<file path="src/hdl/fbcr_pkg.sv">
// Shared constants and types for the FSK bit clock recovery block.
package fbcr_pkg;

    // Loop gains are unsigned Q0.16
    localparam int GAIN_BITS = 16;

    // Configuration register indexes
    typedef logic [1:0] t_cfg_idx;
    localparam t_cfg_idx CFG_NOMINAL_STEP = 2'd0;
    localparam t_cfg_idx CFG_PHASE_GAIN   = 2'd1;
    localparam t_cfg_idx CFG_FREQ_GAIN    = 2'd2;

    // Gain reset values: 0.15 and 0.005 in Q0.16
    localparam logic [GAIN_BITS-1:0] PHASE_GAIN_RESET = 16'd9830;
    localparam logic [GAIN_BITS-1:0] FREQ_GAIN_RESET  = 16'd328;

endpackage

</file>
<file path="src/hdl/fbcr_loop.sv">
// Second-order clock loop update: phase advance, crossing correction, step clamp and wrap.
module fbcr_loop import fbcr_pkg::*; #(
    parameter int FRAC_BITS = 24
) (
    input  logic signed [FRAC_BITS+2:0] i_phase,      // current phase, Q2.F, in [0, 1)
    input  logic        [FRAC_BITS:0]   i_step,       // current step, Q1.F
    input  logic        [GAIN_BITS-1:0] i_phase_gain,
    input  logic        [GAIN_BITS-1:0] i_freq_gain,
    input  logic                        i_crossing,
    output logic signed [FRAC_BITS+2:0] o_phase,
    output logic        [FRAC_BITS:0]   o_step,
    output logic                        o_emit
);

    localparam int PW  = FRAC_BITS + 3;
    localparam int SW  = FRAC_BITS + 1;
    localparam int MW  = FRAC_BITS + 1;
    localparam int PRW = MW + GAIN_BITS;

    localparam logic signed [PW-1:0] HALF_S = PW'(1) << (FRAC_BITS - 1);
    localparam logic signed [PW-1:0] ONE_S  = PW'(1) << FRAC_BITS;
    localparam logic signed [PW-1:0] LSB_S  = PW'(1);

    logic signed [PW-1:0]  phase_add;
    logic signed [PW-1:0]  err;
    logic signed [PW-1:0]  err_abs;
    logic                  err_neg;
    logic        [MW-1:0]  mag;
    logic        [PRW-1:0] prod_p;
    logic        [PRW-1:0] prod_f;
    logic signed [PW-1:0]  corr_p;
    logic signed [PW-1:0]  corr_f;
    logic signed [PW-1:0]  phase_c;
    logic signed [PW-1:0]  step_s;

    // Advance, then measure the error against one half
    assign phase_add = i_phase + $signed({2'b00, i_step});
    assign err       = phase_add - HALF_S;
    assign err_neg   = err[PW-1];
    assign err_abs   = err_neg ? -err : err;
    // |err| < 1.5, so it fits in Q1.F
    assign mag       = err_abs[MW-1:0];

    // Corrections truncate toward zero on the magnitude
    assign prod_p = PRW'(mag) * PRW'(i_phase_gain);
    assign prod_f = PRW'(mag) * PRW'(i_freq_gain);
    assign corr_p = $signed({2'b00, prod_p[PRW-1:GAIN_BITS]});
    assign corr_f = $signed({2'b00, prod_f[PRW-1:GAIN_BITS]});

    always_comb begin
        phase_c = phase_add;
        step_s  = $signed({2'b00, i_step});
        if (i_crossing) begin
            phase_c = err_neg ? phase_add + corr_p : phase_add - corr_p;
            step_s  = err_neg ? step_s + corr_f : step_s - corr_f;
        end

        // Step stays between one LSB and 1.0
        if (step_s < LSB_S) begin
            o_step = SW'(1);
        end else if (step_s > ONE_S) begin
            o_step = ONE_S[SW-1:0];
        end else begin
            o_step = step_s[SW-1:0];
        end

        // Phase stays in [0, 2) after correction; wrap at 1.0 and emit a bit
        o_emit  = (phase_c >= ONE_S);
        o_phase = o_emit ? phase_c - ONE_S : phase_c;
    end

endmodule

</file>
<file path="src/hdl/fsk_bit_clock_recovery.sv">
// Top level of the FSK bit clock recovery block: handshakes, state and result register.
//
//  channel  dir  handshake              payload
//  s        in   i_s_tvalid/o_s_tready  tdata: sample; tlast: block_end
//  m        out  o_m_tvalid/i_m_tready  tdata: bit_res
//  cfg      in   i_cfg_valid/o_cfg_ready index, data
//
// One sample per cycle sustained while the result side is not stalled; an emitted bit is
// offered once its sample has passed the sample register and then the result register.
// The per-sample loop update (add, one multiply per gain, subtract, clamp) is a
// combinational path between the sample register and the state/result registers.
// Synchronous active-low reset loads the nominal step and default gains, clears phase.
// A stalled result holds the sample register; the input is still taken while it is empty.
module fsk_bit_clock_recovery import fbcr_pkg::*; #(
    parameter int SAMPLE_BITS = 16,
    parameter int FRAC_BITS   = 24
) (
    input  logic                                 i_clk,
    input  logic                                 i_rst_n,
    // tdata: sample [SAMPLE_BITS-1:0], zero padded to bytes
    input  logic [((SAMPLE_BITS + 7) / 8) * 8-1:0] i_s_tdata,
    input  logic                                 i_s_tlast,   // block_end
    input  logic                                 i_s_tvalid,
    output logic                                 o_s_tready,
    // tdata: bit_res [0], zero padded to a byte
    output logic [7:0]                           o_m_tdata,
    output logic                                 o_m_tvalid,
    input  logic                                 i_m_tready,
    input  logic                                 i_cfg_valid,
    output logic                                 o_cfg_ready,
    input  t_cfg_idx                             i_cfg_index,
    input  logic [FRAC_BITS:0]                   i_cfg_data
);

    localparam int PW = FRAC_BITS + 3;
    localparam int SW = FRAC_BITS + 1;

    localparam logic [SW-1:0]        ONE_STEP    = SW'(1) << FRAC_BITS;
    localparam logic [SW-1:0]        NOM_RESET   = SW'(1) << (FRAC_BITS - 2);
    localparam logic signed [PW-1:0] ONE_PHASE_S = PW'(1) << FRAC_BITS;

    logic                          r_in_valid;
    logic signed [SAMPLE_BITS-1:0] r_sample;
    logic signed [PW-1:0]          r_phase;
    logic [SW-1:0]                 r_step;
    logic                          r_prev_pos;
    logic [GAIN_BITS-1:0]          r_phase_gain;
    logic [GAIN_BITS-1:0]          r_freq_gain;
    logic                          r_out_valid;
    logic                          r_out_bit;

    logic                          out_free;
    logic                          adv;
    logic                          cur_pos;
    logic                          crossing;
    logic                          cfg_wr;
    logic [SW-1:0]                 n_cfg_step;
    logic signed [PW-1:0]          n_phase;
    logic [SW-1:0]                 n_step;
    logic                          emit;

    // Flow control: the held sample moves on when the result slot is free
    assign out_free   = !r_out_valid || i_m_tready;
    assign adv        = r_in_valid && out_free;
    assign o_s_tready = !r_in_valid || out_free;
    assign o_m_tvalid = r_out_valid;
    assign o_m_tdata  = {7'd0, r_out_bit};

    assign o_cfg_ready = 1'b1;
    assign cfg_wr      = i_cfg_valid;

    // Zero counts as the negative side for crossings
    assign cur_pos  = !r_sample[SAMPLE_BITS-1] && (r_sample != '0);
    assign crossing = cur_pos ^ r_prev_pos;

    // Nominal step written from the port is clamped to [1 LSB, 1.0]
    always_comb begin
        if (i_cfg_data == '0) begin
            n_cfg_step = SW'(1);
        end else if (i_cfg_data > ONE_STEP) begin
            n_cfg_step = ONE_STEP;
        end else begin
            n_cfg_step = i_cfg_data;
        end
    end

    fbcr_loop #(
        .FRAC_BITS (FRAC_BITS)
    ) u_loop (
        .i_phase      (r_phase),
        .i_step       (r_step),
        .i_phase_gain (r_phase_gain),
        .i_freq_gain  (r_freq_gain),
        .i_crossing   (crossing),
        .o_phase      (n_phase),
        .o_step       (n_step),
        .o_emit       (emit)
    );

    // Sample register
    always_ff @(posedge i_clk) begin
        if (!i_rst_n) begin
            r_in_valid <= 1'b0;
        end else if (o_s_tready) begin
            r_in_valid <= i_s_tvalid;
        end
        if (o_s_tready && i_s_tvalid) begin
            r_sample <= i_s_tdata[SAMPLE_BITS-1:0];
        end
    end

    // Loop state and configuration registers
    always_ff @(posedge i_clk) begin
        if (!i_rst_n) begin
            r_phase      <= '0;
            r_step       <= NOM_RESET;
            r_prev_pos   <= 1'b0;
            r_phase_gain <= PHASE_GAIN_RESET;
            r_freq_gain  <= FREQ_GAIN_RESET;
        end else begin
            if (adv) begin
                r_phase    <= n_phase;
                r_prev_pos <= cur_pos;
            end
            // A nominal step write reloads the step ahead of the loop update
            if (cfg_wr && (i_cfg_index == CFG_NOMINAL_STEP)) begin
                r_step <= n_cfg_step;
            end else if (adv) begin
                r_step <= n_step;
            end
            if (cfg_wr) begin
                case (i_cfg_index)
                    CFG_PHASE_GAIN: r_phase_gain <= i_cfg_data[GAIN_BITS-1:0];
                    CFG_FREQ_GAIN:  r_freq_gain  <= i_cfg_data[GAIN_BITS-1:0];
                    default: ;
                endcase
            end
        end
    end

    // Result register
    always_ff @(posedge i_clk) begin
        if (!i_rst_n) begin
            r_out_valid <= 1'b0;
        end else if (adv) begin
            r_out_valid <= emit;
        end else if (i_m_tready) begin
            r_out_valid <= 1'b0;
        end
        if (adv) begin
            r_out_bit <= !r_sample[SAMPLE_BITS-1];
        end
    end

`ifndef SYNTH
    // Step never leaves [1 LSB, 1.0]
    a_step_range: assert property (@(posedge i_clk) disable iff (!i_rst_n)
        (r_step != '0) && (r_step <= ONE_STEP))
        else $error("clock step out of range");

    // Stored phase is always wrapped into [0, 1)
    a_phase_range: assert property (@(posedge i_clk) disable iff (!i_rst_n)
        (r_phase >= 0) && (r_phase < ONE_PHASE_S))
        else $error("clock phase out of range");

    // A waiting result is never overwritten by a new sample
    a_no_overwrite: assert property (@(posedge i_clk) disable iff (!i_rst_n)
        (r_out_valid && !i_m_tready) |-> !adv)
        else $error("pending result overwritten");
`endif

endmodule
</file>
<file path="config.mk">
export PLATFORM = sky130hd
export DESIGN_NAME = fsk_bit_clock_recovery
export DESIGN_NICKNAME = d
export VERILOG_FILES = /design/src/hdl/fbcr_pkg.sv /design/src/hdl/fbcr_loop.sv /design/src/hdl/fsk_bit_clock_recovery.sv
export SDC_FILE = /design/constraint.sdc
export NUM_CORES = 2
export LEC_CHECK = 0
export BUFFER_PORTS_ARGS = -buffer_cell sky130_fd_sc_hd__buf_2
export CAP_MARGIN = 25
export CORE_ASPECT_RATIO = 2
export CORE_UTILIZATION = 40
export CTS_CLUSTER_DIAMETER = 80
export CTS_CLUSTER_SIZE = 30
export DETAILED_ROUTE_END_ITERATION = 16
export GPL_TIMING_DRIVEN = 0
export PLACE_DENSITY = 0.51
export REMOVE_ABC_BUFFERS = 1
export SLEW_MARGIN = 40
export SYNTH_ARGS = -nofsm -noshare
export SYNTH_HDL_FRONTEND = slang
export SYNTH_SLANG_ARGS = --single-unit
</file>
<file path="constraint.sdc">
create_clock -name i_clk -period 44.2 [get_ports i_clk]
set_clock_uncertainty 0.15 [all_clocks]
set_input_delay 6.63 -clock i_clk [delete_from_list [all_inputs] [get_ports i_clk]]
set_output_delay 6.63 -clock i_clk [all_outputs]
set_load 0.05 [all_outputs]
</file>
==> results.cfg <==
[global_routing]
grt_max_degree = 56
grt_pass1_wl_um = 182000
grt_use_total_pct = 26.0
gr-total-overflow = 0
grt_pass1_vias = 32400
antenna_found_initial = 0

[timing]
min_period_over_period_pct = 41.7
worst_pin_slew_ns = 0.863
worst_slack_ns = 25.76
fin_crit_ns = 18.44
grt_setup_unrepaired = false
final_hold_viol_count = 0
max_slew_margin_pct = 42.4
final_max_slew_viol_count = 0
max_clock_freq_ghz = 0.0542
final.setup.tns_ns = 0
setup_viol = 0

[setup_path]
cp_top_family = compound AO/OA/AOI/OAI gates
critPathMaxStageDelay_ns = 0.57
reg2regPathDepth = 67
start_kind = register
endpoint_kind = register
path_depth = 67
cp.arrival_ns = 18.56
slowest_stage = dfxtp_1
reg2reg_slack_ns = 25.76
crit_path_frequent_cell = fa_1
cp_max_fo = 15
worstSetupPathType = reg2reg
cp.required_ns = 44.33
crit_buf_inv = 12

[clocking]
postCtsSetupBuffers = 0
cts-buffers-inserted = 9
cts-hold-fix-buffers = 0
path_clk_slew_ns = 0.08
insertion_delay_ns = 0.36
h-tree-depth = 3
root_buffer = clkbuf_16
cts_tree = done
cts_resized = 0
clk_path_buf_depth = 2
cts_sinks = 104

[place]
dp_slack_ns = 25.78
io_buffers = 50
hpwlAfterDp_um = 96800
gp_congestion = 0.919
dpl_cell_area_um2 = 38700
dpl.cell_count = 5525

[finish]
multi_input_area_um2 = 30300
nets = 5381
stdcell_area_um2 = 39000
layout-drive-gt1-share_pct = 6.67
stdcell_count = 5542
num-fill-cells = 9197
synthToLayoutAreaGrowth_pct = 7.90
seqCellArea_um2 = 2290

[synthesis]
ys_warn_count = 0
ys_ff_latch = 104
synth_area_per_cell_um2 = 8.18
async_reset_ff_share_pct = 0
synth_flop_cell = dfxtp_1
synth_top_area_cell = fa_1
synth_seq_area_share_pct = 6.23
syn_area_um2 = 36200
yosysUniqueCellTypes = 95
synth_edf_count = 17
synthCells = 4422
netlist_top_cells_area = fa_1 (36%), ha_1 (11%), inv_1 (8.5%)
synth.top_cell.area_share_pct = 35.5

[run_status]
status = finished clean

[die]
num_rows = 155
die_area_um2 = 91700
die_y_um = 427
pin_count = 60
initial_core_util_pct = 40.5
die_w_um = 215
core_area_um2 = 89400

[routing]
routed_via_density = 5.43
drt_pass1_iterations = 6
drt_wl_total_um = 116000
vias = 30100
drtIter0Drc = 1252
wl_per_cell_um = 21.0
ant_nets = 0
drc = 0

[hold_path]
hp-class = reg2reg
whs_path_depth = 2

[flow_run]
drv_cap = 0
state kept, by name (all words and copies together), names as in the netlist:
signal and cells:
r_phase 27, r_prev_pos 1, r_in_valid 1, r_sample 16
r_phase_gain 16, o_m_tvalid 1, r_freq_gain 16, r_step 25
r_out_bit 1
layout make-up:
type / count / share of cell area, %
clock inverter: 6 / 0.186
inverter: 821 / 7.90
clock buffer: 10 / 0.587
tap: 1177 / 3.77
timing repair buffer: 157 / 3.97
multi-input combinational: 3266 / 77.7
antenna: 1 / 0.00641
sequential: 104 / 5.87
worst paths after layout:
kind / start / endpoint
max: r_step[3]$_SDFFE_PN0P_ / r_phase[24]$_SDFFE_PN0P_
max reg2reg: r_step[3]$_SDFFE_PN0P_ / r_phase[24]$_SDFFE_PN0P_
min reg2reg: r_phase[6]$_SDFFE_PN0P_ / r_phase[6]$_SDFFE_PN0P_
min: r_phase[6]$_SDFFE_PN0P_ / r_phase[6]$_SDFFE_PN0P_
kinds of logic (layout without fill, tap and decap cells):
kind of cell	Yosys count	count (layout)	share of synthesized area [%]
XOR/XNOR	158	158	3.83
buffers and inverters	1058	994	11.2
multiplexers	22	22	0.640
AND/OR/NAND/NOR	1437	1437	19.0
adder cells (fa/ha/maj)	975	975	47.0
AO/OA/AOI/OAI	666	666	12.1
other	2	9	0.0208
flip-flops	104	104	6.23
layout by cell type (no fill, tap or decap), types with 10 or more instances in the layout:
cell / n
or3_1: 20
nor3_1: 47
and2_1: 312
a22o_1: 20
nor2_1: 133
xor2_1: 44
fa_1: 642
nand2b_1: 16
a21boi_0: 10
o211ai_1: 42
o21a_1: 18
or2_2: 13
xnor2_1: 81
inv_1: 818
ha_1: 330
xnor2_2: 19
dfxtp_2: 32
xor2_4: 12
buf_16: 15
buf_4: 53
nand4_1: 20
a31oi_1: 24
and3_1: 10
o21bai_1: 34
buf_2: 54
edfxtp_1: 17
a21o_1: 52
mux2i_1: 16
o31ai_1: 17
nand3_1: 49
a211oi_1: 24
a21oi_1: 186
nand2_1: 714
o21ai_0: 143
nor2b_1: 21
nor4_1: 23
buf_8: 23
dfxtp_1: 55
per-layer routing:
metal	share of wire (%)	track usage [%]	vias up
li1	-	-	13700
met1	34	25.6	15300
met2	57	53.5	708
met3	2.7	1.44	322
met4	6.1	13.7	0
met5	0	0	-
per-stage QoR:
step                hold WS [ns]  util [%]
floorplan                  0.291         -
global placement           0.338      41.3
detailed placement         0.347      43.3
CTS                        0.363      43.6
global route               0.386      43.7
finish                     0.362      43.7
cell usage after synthesis, drive strengths merged, types with 19 or more instances:
master and number:
ha 331, a21o 52, clkbuf 203, buf 34, o211ai 42, a31oi 24, o21a 19, a211oi 24
inv 820, nor3 47, a21oi 190, nor2b 21, nand4 20, or3 20, nor2 136, fa 642
xnor2 100, dfxtp 87, nor4 25, xor2 58, a22o 20, nand2 715, and2 312, o21ai 148
o21bai 34, nand3 49
worst min-delay path, stage by stage, from the launching register on:
cell	delay (ns)
dfxtp_1	0.32
nor2_1	0.10
a211oi_1	0.05
Power is left out: the tool's default activity adds up to more than one toggle a clock period on the data nets, which glitch-free logic cannot reach.
